--- config.mk ---
export PLATFORM = sky130hd
export DESIGN_NAME = lwfc_ctrl
export DESIGN_NICKNAME = d
export VERILOG_FILES = /design/src/design/lwfc_pkg.sv /design/src/design/lwfc_ctrl.sv
export SDC_FILE = /design/constraint.sdc
export NUM_CORES = 1
export LEC_CHECK = 0
export ABC_AREA = 1
export BUFFER_PORTS_ARGS = -buffer_cell sky130_fd_sc_hd__buf_4
export CAP_MARGIN = 10
export CORE_MARGIN = 3
export CORE_UTILIZATION = 30
export DETAILED_ROUTE_END_ITERATION = 16
export PLACE_DENSITY = 0.61
export SLEW_MARGIN = 10
export SYNTH_ARGS = -nofsm -noshare
export SYNTH_HDL_FRONTEND = slang
export SYNTH_SLANG_ARGS = --single-unit
--- constraint.sdc ---
create_clock -name clk -period 1.6 [get_ports clk]
set_clock_uncertainty 0.15 [all_clocks]
set_input_delay 0.32 -clock clk [delete_from_list [all_inputs] [get_ports clk]]
set_output_delay 0.32 -clock clk [all_outputs]
set_load 0.005 [all_outputs]
--- src/design/lwfc_pkg.sv ---
// ----------------------------------------------------------------------------
// lwfc_pkg
// Shared types, constants and helper functions of the wake-up light fade
// controller: payload structs, command codes, FSM states, stage colors.
// ----------------------------------------------------------------------------
package lwfc_pkg;

  localparam int STAGE_COUNT_DEF   = 9;
  localparam int FRACTION_BITS_DEF = 16;

  localparam logic [7:0]  FRONT_MAX_WHITE  = 8'd200;
  localparam logic [7:0]  FRONT_MAX_RED    = 8'd170;
  localparam logic [31:0] FRONT_ON_MS      = 32'd10000;
  localparam logic [31:0] FRONT_FADE_MS    = 32'd5000;
  localparam logic [31:0] NIGHT_FADE_MS    = 32'd1000;
  localparam logic [31:0] FRONT_GRACE_MS   = 32'd3000;
  localparam logic [31:0] DISMISS_HOLD_MS  = 32'd500;
  localparam logic [31:0] DISMISS_FADE_MS  = 32'd1000;
  localparam logic [31:0] RAMP_INTERVAL_MS = 32'd10000;
  localparam logic [6:0]  FRONT_CUT_PCT    = 7'd40;
  localparam logic [6:0]  NIGHT_CUT_PCT    = 7'd30;

  localparam logic [31:0] NIGHT_AT_RST   = 32'd4294966296;
  localparam logic [15:0] LAST_FRONT_RST = 16'h0101;
  localparam logic [31:0] LAST_WAKE_RST  = 32'h0101_0101;

  localparam logic [2:0] CMD_UPDATE       = 3'd0;
  localparam logic [2:0] CMD_TRIGGER      = 3'd1;
  localparam logic [2:0] CMD_END_HOLD     = 3'd2;
  localparam logic [2:0] CMD_TOGGLE_NIGHT = 3'd3;
  localparam logic [2:0] CMD_DISMISS      = 3'd4;

  localparam logic [1:0] EDIT_NONE  = 2'd0;
  localparam logic [1:0] EDIT_FRONT = 2'd1;
  localparam logic [1:0] EDIT_WAKE  = 2'd2;
  localparam logic [1:0] EDIT_NIGHT = 2'd3;

  localparam logic [2:0] CFG_FRONT_PCT   = 3'd0;
  localparam logic [2:0] CFG_NIGHT_PCT   = 3'd1;
  localparam logic [2:0] CFG_WAKE_PCT    = 3'd2;
  localparam logic [2:0] CFG_WAKE_EN     = 3'd3;
  localparam logic [2:0] CFG_RAMP_MIN    = 3'd4;
  localparam logic [2:0] CFG_MANUAL_MODE = 3'd5;

  typedef struct packed {
    logic [2:0]  cmd;
    logic [31:0] now_ms;
    logic        ringing;
    logic        keep_alive;
    logic [1:0]  edit_target;
    logic [6:0]  preview_pct;
    logic        alarm_pending;
    logic [13:0] minutes_until_alarm;
    logic [5:0]  now_sec;
  } in_item_t;

  typedef struct packed {
    logic [7:0] front_red;
    logic [7:0] front_white;
    logic [7:0] wake_red;
    logic [7:0] wake_green;
    logic [7:0] wake_blue;
    logic [7:0] wake_white;
    logic       front_changed;
    logic       wake_changed;
  } out_item_t;

  typedef enum logic [3:0] {
    ST_IDLE, ST_CMD, ST_KEEP, ST_FSEL, ST_FDIV, ST_FMUL, ST_FCOL, ST_WSEL,
    ST_WDIV, ST_DFADE, ST_NMUL, ST_RAMPF, ST_SPOS, ST_SINT, ST_DIM, ST_WOUT
  } state_t;

  typedef enum logic [2:0] {
    W_DIRECT, W_SUN, W_DISMISS, W_NIGHT, W_RAMP
  } wsel_t;

  typedef struct packed {
    logic load;
    logic apply_cmd;
    logic keep;
    logic fsel;
    logic frac_take;
    logic fmul;
    logic fcol;
    logic wsel;
    logic div_start;
    logic dfade;
    logic nmul;
    logic rampf;
    logic spos;
    logic sint;
    logic dim;
    logic wout;
  } lwfc_ctl_t;

  typedef struct packed {
    logic  f_need_div;
    wsel_t wsel;
    logic  div_busy;
    logic  div_done;
  } lwfc_sts_t;

  // floor(x/100) for x < 32768
  function automatic logic [8:0] div100(input logic [14:0] x);
    logic [27:0] t;
    t = 28'(x) * 28'd5243;
    return t[27:19];
  endfunction

  function automatic logic [7:0] pct_byte(input logic [6:0] p);
    logic [8:0] v;
    v = div100(15'(p) * 15'd255);
    return v[8] ? 8'd255 : v[7:0];
  endfunction

  function automatic logic [31:0] dim_color(input logic [31:0] c, input logic [7:0] r);
    logic [31:0] o;
    logic [15:0] t;
    o = '0;
    for (int k = 0; k < 4; k++) begin
      t = 16'(c[8*k +: 8]) * (16'(r) + 16'd1);
      o[8*k +: 8] = t[15:8];
    end
    return o;
  endfunction

  // {red, green, blue, white}
  function automatic logic [31:0] stage_color(input logic [3:0] i);
    logic [31:0] c;
    unique case (i)
      4'd0:    c = {8'd25,  8'd12,  8'd0,   8'd0};
      4'd1:    c = {8'd70,  8'd30,  8'd0,   8'd0};
      4'd2:    c = {8'd150, 8'd60,  8'd0,   8'd0};
      4'd3:    c = {8'd220, 8'd90,  8'd0,   8'd5};
      4'd4:    c = {8'd255, 8'd110, 8'd0,   8'd10};
      4'd5:    c = {8'd255, 8'd130, 8'd15,  8'd40};
      4'd6:    c = {8'd255, 8'd150, 8'd30,  8'd100};
      4'd7:    c = {8'd255, 8'd180, 8'd90,  8'd180};
      default: c = {8'd255, 8'd210, 8'd150, 8'd255};
    endcase
    return c;
  endfunction

endpackage

--- src/design/lwfc_ctrl.sv ---
// ----------------------------------------------------------------------------
// lwfc_ctrl
// Sequencer: steps one request through the datapath, owns the handshakes.
// ----------------------------------------------------------------------------
module lwfc_ctrl
  import lwfc_pkg::*;
(
  input  logic       clk,
  input  logic       rst_n,
  input  logic       in_valid,
  output logic       in_ready,
  input  logic [2:0] in_cmd,
  output logic       out_valid,
  input  logic       out_ready,
  output lwfc_ctl_t  ctl,
  input  lwfc_sts_t  sts
);

  state_t state_r, state_nxt;
  logic   out_valid_r;
  logic   slot_free;

  assign slot_free = !out_valid_r || out_ready;

  always_comb begin
    state_nxt = state_r;
    unique case (state_r)
      ST_IDLE: begin
        if (in_valid) begin
          if (in_cmd == CMD_UPDATE) state_nxt = ST_KEEP;
          else if (in_cmd == CMD_TRIGGER || in_cmd == CMD_END_HOLD ||
                   in_cmd == CMD_TOGGLE_NIGHT || in_cmd == CMD_DISMISS) state_nxt = ST_CMD;
        end
      end
      ST_CMD:  state_nxt = ST_IDLE;
      ST_KEEP: state_nxt = ST_FSEL;
      ST_FSEL: state_nxt = sts.f_need_div ? ST_FDIV : ST_FMUL;
      ST_FDIV: state_nxt = ST_FMUL;
      ST_FMUL: state_nxt = ST_FCOL;
      ST_FCOL: state_nxt = ST_WSEL;
      ST_WSEL: begin
        unique case (sts.wsel)
          W_DIRECT:  state_nxt = ST_WOUT;
          W_SUN:     state_nxt = ST_SPOS;
          W_DISMISS: state_nxt = ST_DFADE;
          W_NIGHT:   state_nxt = ST_NMUL;
          default:   state_nxt = ST_WDIV;
        endcase
      end
      ST_WDIV:  if (sts.div_done) state_nxt = ST_RAMPF;
      ST_DFADE: state_nxt = ST_DIM;
      ST_NMUL:  state_nxt = ST_WOUT;
      ST_RAMPF: state_nxt = ST_SPOS;
      ST_SPOS:  state_nxt = ST_SINT;
      ST_SINT:  state_nxt = ST_DIM;
      ST_DIM:   state_nxt = ST_WOUT;
      ST_WOUT:  if (slot_free) state_nxt = ST_IDLE;
      default:  state_nxt = ST_IDLE;
    endcase
  end

  always_comb begin
    ctl      = '0;
    in_ready = 1'b0;
    unique case (state_r)
      ST_IDLE: begin
        in_ready = 1'b1;
        ctl.load = in_valid;
      end
      ST_CMD:  ctl.apply_cmd = 1'b1;
      ST_KEEP: ctl.keep = 1'b1;
      ST_FSEL: ctl.fsel = 1'b1;
      ST_FDIV: ctl.frac_take = 1'b1;
      ST_FMUL: ctl.fmul = 1'b1;
      ST_FCOL: ctl.fcol = 1'b1;
      ST_WSEL: begin
        ctl.wsel      = 1'b1;
        ctl.div_start = sts.wsel == W_RAMP;
      end
      ST_DFADE: ctl.dfade = 1'b1;
      ST_NMUL:  ctl.nmul = 1'b1;
      ST_RAMPF: ctl.rampf = 1'b1;
      ST_SPOS:  ctl.spos = 1'b1;
      ST_SINT:  ctl.sint = 1'b1;
      ST_DIM:   ctl.dim = 1'b1;
      ST_WOUT:  ctl.wout = slot_free;
      default: ;
    endcase
  end

  always_ff @(posedge clk) begin
    if (!rst_n) begin
      state_r     <= ST_IDLE;
      out_valid_r <= 1'b0;
    end else begin
      state_r <= state_nxt;
      if (ctl.wout) out_valid_r <= 1'b1;
      else if (out_ready) out_valid_r <= 1'b0;
    end
  end

  assign out_valid = out_valid_r;

  a_out_from_wout: assert property (@(posedge clk) disable iff (!rst_n)
    $rose(out_valid_r) |-> $past(state_r) == ST_WOUT)
    else $error("result raised outside output step");

  a_div_not_busy: assert property (@(posedge clk) disable iff (!rst_n)
    ctl.div_start |-> !sts.div_busy)
    else $error("divider started while busy");

  a_div_wait: assert property (@(posedge clk) disable iff (!rst_n)
    (state_r == ST_WDIV) |-> (sts.div_busy || sts.div_done))
    else $error("waiting on idle divider");

endmodule

**Word-level counts from Yosys, hierarchy flattened**

Index checks and enable logic that the tools add are counted.

- Memories: 0
- Logic and storage cells: 67
- ROM bits: 0
- Bits in writable memories: 0
- Bits in registers: 5
- Input bits: 13
- Output and inout bits: 18
- Latch bits: 0

- Multiplexer cells: 26
- Magnitude comparators: 0
- Eq/ne operators: 27
- Divide/modulo/power cells: 0
- Add/sub/neg operators: 0
- Bitwise logic cells: 0
- Shift-type cells: 0
- Multiply operators: 0
- Reduce and logical (&&, ||, !) cells: 12

Operators by type and width:

| kind | number |
|---|---|
| 4-bit case mux with 14 select lines | 1 |
| 4-bit equality test, second input constant | 8 |
| 4-bit two-way mux | 5 |
| 1-bit two-way mux | 18 |
| 4-bit by 3-bit equality test with 1-bit output, second input constant | 4 |
| 3-bit by 2-bit equality test with 1-bit output, second input constant | 4 |
| 3-bit case mux with 4 select lines | 1 |
| 4-bit by 2-bit equality test with 1-bit output, second input constant | 2 |
| 3-bit by 1-bit equality test with 1-bit output, second input constant | 2 |
| 3-bit equality test, second input constant | 2 |
| 3-bit zero test | 2 |
| 2-bit != test, second input constant | 3 |
| 4-bit by 1-bit equality test with 1-bit output, second input constant | 1 |
| 4-bit zero test | 1 |
| 1-bit logical OR | 4 |
| 4-bit AND reduction | 1 |
| 2-bit OR reduction | 2 |
| 3-bit != test, second input constant | 1 |
| 2-bit two-way mux | 1 |
| 2-bit nonzero test | 1 |
| 1-bit zero test | 1 |

**Logic depth before layout (Yosys ltp)**

Gate-level depths: netlist of the first run.

- Depth after elaboration: 8
- Mapped depth: 8
- Gate-level depth less buffers: 8

**Least setup slack after synthesis of the first run**

OpenSTA, ideal clock, no wires.

- Path kind: flip-flop to output port
- From: register state_r[3]
- To: output port ctl[7] in the netlist's numbering
- Path buffers: 0
- Slack: 0.206 ns
- Arrival time: 0.924 ns
- Cell stages (with the launch flop): 6
- Required time: 1.130 ns
- Cell sequence: dfxtp_1 inv_1 nand2_1 nor2_4 nand2_1 nor3_1

RTL lines:

| item | line | text |
|---|---|---|
| from (decl) | lwfc_ctrl.sv:19 | `state_t state_r, state_nxt;` |
| from (signal assigned) | lwfc_ctrl.sv:96 | `state_r <= state_nxt;` |
| to (decl) | lwfc_ctrl.sv:15 | `output lwfc_ctl_t ctl,` |

==> results of run 1 <==
power groups by stage:
stage | sequential (mW) | combinational [mW] | clock, mW
6_report | 0.258 | 0.644 | 0.145
4_1_cts | 0.252 | 0.561 | 0.148
3_3_place_gp | 0.210 | 0.533 | 0
3_5_place_dp | 0.210 | 0.532 | 0
5_1_grt | 0.261 | 0.722 | 0.160
2_1_floorplan | 0.200 | 0.336 | 0
layout make-up:
class,instances,area (µm²),area share [%]
flip-flops and latches,5,115.1,11.87
multi-input cells,72,401.6,41.42
repair buffers,40,304.0,31.35
inverters,24,92.59,9.548
well taps,24,30.03,3.097
clock buffers,4,26.28,2.710
through the flow:
stage	total power, mW	cell area, µm²	instances
floorplan	0.5368	533.0	101
global placement	0.7431	803.3	157
detailed placement	0.7412	803.3	157
CTS	0.9606	888.4	163
global route	1.143	969.7	169
finish	1.047	969.7	169
kinds of logic after synthesis:
kind of cell	synth area share, %
DFF	18.78
AOI/OAI and AO/OA	12.44
buffers and inverters	16.90
and+or+nand+nor	50.23
xor gates and xnor gates	1.643
worst paths after layout:
check | startpoint | to | slack, ps
worst min register to register | out_valid | out_valid | 460
worst max-delay path | state_r[0] | ctl[7] | -20
worst min-delay path | rst_n | state_r[2] | 160
worst max register to register | state_r[0] | state_r[3] | 190
registers in the layout, summed over array words and instances, names as in the netlist:
name       flops
out_valid      1
state_r        4
cells in the final DEF (no fill, tap or decap):
| cell type | synthesis | layout |
|---|---|---|
| buf_4 | 0 | 39 |
| nor2_1 | 27 | 21 |
| inv_1 | 23 | 19 |
| nand2_1 | 20 | 16 |
| nor2_2 | 1 | 5 |
| nand3_1 | 5 | 5 |
| nor2_4 | 2 | 4 |
| inv_2 | 1 | 4 |
| a21oi_1 | 4 | 4 |
| dfxtp_4 | 0 | 4 |
| nand2_2 | 1 | 3 |
| clkbuf_4 | 0 | 3 |
| nand2_4 | 1 | 2 |
| nand3b_1 | 2 | 2 |
| a21oi_2 | 2 | 2 |
| o21ai_0 | 2 | 2 |
| nand2_8 | 0 | 1 |
| inv_4 | 0 | 1 |
| nor3_2 | 0 | 1 |
| xnor2_1 | 1 | 1 |
| o21ai_1 | 1 | 1 |
| a31oi_1 | 1 | 1 |
| o211ai_1 | 1 | 1 |
| clkbuf_1 | 0 | 1 |
| dfxtp_1 | 5 | 1 |
| buf_6 | 0 | 1 |
metal layers:
| metal | track usage [%] | up-vias | wire length (µm) |
|---|---|---|---|
| li1 | - | 390 | - |
| met1 | 19.38 | 314 | 696 |
| met2 | 25.52 | 24 | 803 |
| met3 | 2.214 | 0 | 100 |
| met4 | 0 | 0 | 0 |
| met5 | 0 | - | 0 |
worst reg2reg max path: cells and delay by family, from the launching register on:
| kind | cells | cell delay [ps] |
|---|---|---|
| AND/OR/NAND/NOR | 4 | 390 |
| AO/OA/AOI/OAI | 2 | 260 |
| buffers and inverters | 1 | 140 |
| flip-flops | 1 | 410 |
repair_timing:
| item | 4_1_cts | 5_1_grt |
|---|---|---|
| pin swaps | 3 | 2 |
| setup buffers | 2 | 6 |
| resized for setup | 16 | 14 |
| cloned | 0 | 0 |
| setup endpoints to repair | 17 | 16 |
==> flow_summary.yaml, run 1 <==
status:
  status: "finished with violations"
  violations: "setup timing"
place:
  io_buffers: 29
  pre_cts_slack_ps: 84.74
  gp_congestion: 0.8170
  dp_hpwl_mm: 1.189
setup_path:
  critPathTopFamily: "flip-flops"
  slowest_stage: "dfxtp_4"
  cp_max_fo: 6
  critPathKind: "flip-flop to primary output"
  path_depth: 5
  worst-path-buf-inv: 1
  path_cells: "nand2_8 > nor2_4 > nand2_2 > nor3_2 > buf_4"
  worst_path_largest_cell_delay_ps: 410
  cp.required_ps: 1130
  critPathLaunchType: "flip-flop"
  worstSetupEndpointType: "primary output"
  arrival_ps: 1150
  r2r_cells: 7
synth:
  synth_most_common_cell: "nor2_1"
  synth_commonest_cells: "nor2_1, inv_1, nand2_1, dfxtp_1, nand3_1"
  netlist_area_um2: 533.0
  synth_seq_cells: 5
  synthArstFlopShare_pct: 0
  syn_inst: 101
  yosys_warnings: 0
  ys.flop_type: "dfxtp_1"
  synth_edf_count: 0
  syn_nets: 114
  synth.distinct_cells: 19
  synth.area.top_cells: "nor2_1, dfxtp_1, inv_1"
  synth_top_cell_area_share_pct: 19.01
  yosys.area.top_type: "nor2_1"
  synth_seq_area_share_pct: 18.78
  avgSynthCellArea_um2: 5.277
layout:
  finish.utilization_pct: 60.83
  antennaDiodeCount: 0
  fin_nets: 159
  drive_above_1_share_pct: 48.28
  syn_to_final_growth_pct: 81.92
  fill_cells: 152
routing:
  viasPerCell: 4.308
  vias: 728
  drt-initial-drc-count: 15
  firstDrtPassIters: 4
  drc: 0
  drt-wirelength-per-cell_um: 9.467
  ant_nets: 0
  drt-total-wl_mm: 1.600
pwr:
  p_int_mw: 0.5689
  power.switching_mw: 0.4778
  power_density_mw_per_mm2: 1079
  switching_share_pct: 45.65
  seqPwrFrac_pct: 24.6
  ir_drop_v: 0.0005431
  cellLeakagePower_nw: 0.5428
  clkPwrFrac_pct: 13.8
  p_comb_share_pct: 61.5
sta:
  setup_viol_count_final: 3
  fin_ws_ps: -18.89
  timing.setup.tns_ps: -24.88
  period_needed_ps: 1619
  period_share_pct: 101.2
  hold_ws_ps: 155.7
  tightestPinTransition_ps: 279.7
  slew-limit-headroom_pct: 81.28
  fmax_ghz: 0.6177
  slew_violations: 0
  rsz0062_at_grt: "yes"
  finalHoldViolations: 0
cts:
  cts_buffer_depth: 2
  root_buffer: "clkbuf_4"
  cts-htree-levels: 1
  numCtsBuffers: 3
  path_clk_slew_ps: 50
  tritoncts: "built"
  cts.sinks: 5
  insertion_delay_ps: 240
  hold_buffers: 0
global_routing:
  grt_max_degree: 8
  grt_pass1_vias: 643
  track_usage_pct: 14.38
  grt_pass1_wl_mm: 2.497
  grt_overflow: 0
  antenna_found_initial: 0
floorplan:
  die-area_mm2: 0.002318
  dieWidth_um: 48.15
  coreArea_mm2: 0.001594
  fp-row-count: 14
  io_pins: 31
  die_y_um: 48.15
  start_util_pct: 33.44
worst_hold_path:
  hold_depth: 3
  hp-class: "primary input to flip-flop"
job:
  drv_cap: 0
No activity file was read; power rests on OpenSTA's default activity.
==> inputs of run 2 (changes only) <==
--- a/config.mk
+++ b/config.mk
@@ -8,6 +8,7 @@
 export ABC_AREA = 1
 export BUFFER_PORTS_ARGS = -buffer_cell sky130_fd_sc_hd__buf_4
 export CAP_MARGIN = 10
+export CORE_ASPECT_RATIO = 0.9
 export CORE_MARGIN = 3
 export CORE_UTILIZATION = 30
 export DETAILED_ROUTE_END_ITERATION = 16
==> run 2 against run 1 <==
Compared with the run above: the flow still finishes with violations (setup timing); die area about the same; clock power is essentially flat; cell area decreased by 0.77%; global-route usage rose by 0.053 points; non-clock buffer count is 3 lower; critical path type unchanged.
==> flow_summary.yaml, run 2 (synthesis results as in run 1) <==
cts:
  numCtsBuffers: 3
  path_clk_slew_ps: 40
  cts-htree-levels: 1
  hold_buffers: 0
  cts.sinks: 5
  insertion_delay_ps: 240
  cts_buffer_depth: 2
  tritoncts: "built"
  root_buffer: "clkbuf_4"
layout:
  stdcell_area_um2: 962.2
  max_flop_register: "state_r"
  antennaDiodeCount: 0
  mostFrequentLayoutCell: "buf_4"
  fill_cells: 162
  largest_reg_flops: 4
  drive_above_1_share_pct: 51.41
  fin_nets: 156
  finish.utilization_pct: 61.62
  mostFrequentLayoutCells: "buf_4, inv_1, nor2_1, nand2_1, nor2_2"
  syn_to_final_growth_pct: 80.52
place:
  gp_congestion: 0.8358
  placed_cell_area_um2: 815.8
  dp_hpwl_mm: 1.281
  io_buffers: 29
sta:
  setup_viol_count_final: 2
  fmax_ghz: 0.6216
  timing.setup.tns_ps: -10.33
  rsz0062_at_grt: "yes"
  slew-limit-headroom_pct: 83.65
  hold_ws_ps: 150.9
  tightestPinTransition_ps: 244.4
  fin_ws_ps: -8.638
  finalHoldViolations: 0
  period_share_pct: 100.5
  period_needed_ps: 1609
  slew_violations: 0
setup_path:
  critPathLaunchType: "flip-flop"
  worst-path-buf-inv: 3
  cp.required_ps: 1130
  worst_path_largest_cell_delay_ps: 380
  critPathTopFamily: "flip-flops"
  cp_max_fo: 6
  r2r_cells: 7
  r2r_start: "state_r[2]"
  r2r_setup_slack_ps: 200
  slowest_stage: "dfxtp_4"
  arrival_ps: 1140
  path_cells: "nor2_2 > buf_4 > inv_1 > nor2_2 > buf_4"
  critPathKind: "flip-flop to primary output"
  worstSetupEndpointType: "primary output"
  worstReg2RegEnd: "state_r[1]"
floorplan:
  coreArea_mm2: 0.001562
  dieWidth_um: 50.43
  fp-row-count: 13
  io_pins: 31
  start_util_pct: 34.13
  die-area_mm2: 0.002319
  die_y_um: 45.99
routing:
  drt-wirelength-per-cell_um: 9.866
  drt-total-wl_mm: 1.618
  firstDrtPassIters: 4
  vias: 725
  drt-initial-drc-count: 8
  drc: 0
  viasPerCell: 4.421
  ant_nets: 0
global_routing:
  grt_max_degree: 8
  grt_pass1_vias: 629
  grt_pass1_wl_mm: 2.566
  grt_overflow: 0
  track_usage_pct: 14.44
  antenna_found_initial: 0
pwr:
  cellLeakagePower_nw: 0.5266
  ir_drop_v: 0.0006497
  power_density_mw_per_mm2: 1172
status:
  violations: "setup timing"
  status: "finished with violations"
worst_hold_path:
  hold_depth: 3
  min_to: "state_r[2]"
  min-delay-start: "rst_n"
  hp-class: "primary input to flip-flop"
job:
  drv_cap: 0
[run 2: worst min-delay path: stages]
cell	delay (ps)
buf_4	100
nand2_1	50
inv_1	40
[run 2: cell type report]
| type | instances | area (µm²) | area share (%) |
|---|---|---|---|
| timing repair buffer | 37 | 289.0 | 30.04 |
| multi-input combinational | 72 | 411.6 | 42.78 |
| inverter | 24 | 92.59 | 9.623 |
| sequential | 5 | 115.1 | 11.96 |
| tap | 22 | 27.53 | 2.861 |
| clock buffer | 4 | 26.28 | 2.731 |
[run 2: per-layer routing]
metal,part of all wire (%),vias to the layer above,track usage [%]
met4,0,0,0
met3,5.4,0,4.262
met1,46,322,17.99
met5,0,-,0
met2,49,19,26.30
li1,-,384,-
[run 2: timing repair]
action | 4_1_cts | 5_1_grt
setup endpoints to repair | 16 | 16
resized for setup | 15 | 23
pin swaps | 1 | 2
buffers inserted | 1 | 2
cloned | 0 | 0
[run 2: stage by stage]
step | total power, mW | worst slack (ps) | std cells
floorplan | 0.5368 | 205.6 | 101
global placement | 0.7896 | 128.2 | 157
detailed placement | 0.7923 | 118.6 | 157
CTS | 1.005 | -10.20 | 162
global route | 1.249 | -86.95 | 164
finish | 1.128 | -8.638 | 164
[run 2: worst max path at each step]
stage                          start  depth (start not counted)  slack, ps       to
after floorplan           state_r[3]                          5        210   ctl[7]
final                     state_r[2]                          5         -9  ctl[14]
after global placement    state_r[1]                          5        130   ctl[7]
after detailed placement  state_r[1]                          5        120   ctl[7]
after global routing      state_r[3]                          6        -90   ctl[7]
after CTS                 state_r[0]                          4        -10  ctl[15]
[run 2: power breakdown]
group | total, mW | internal [mW] | switching [mW] | leakage, nW
sequential | 0.253 | 0.169 | 0.0831 | 0.0436
clock | 0.144 | 0.0942 | 0.0497 | 0.0150
combinational | 0.732 | 0.349 | 0.383 | 0.468
total | 1.13 | 0.613 | 0.515 | 0.527
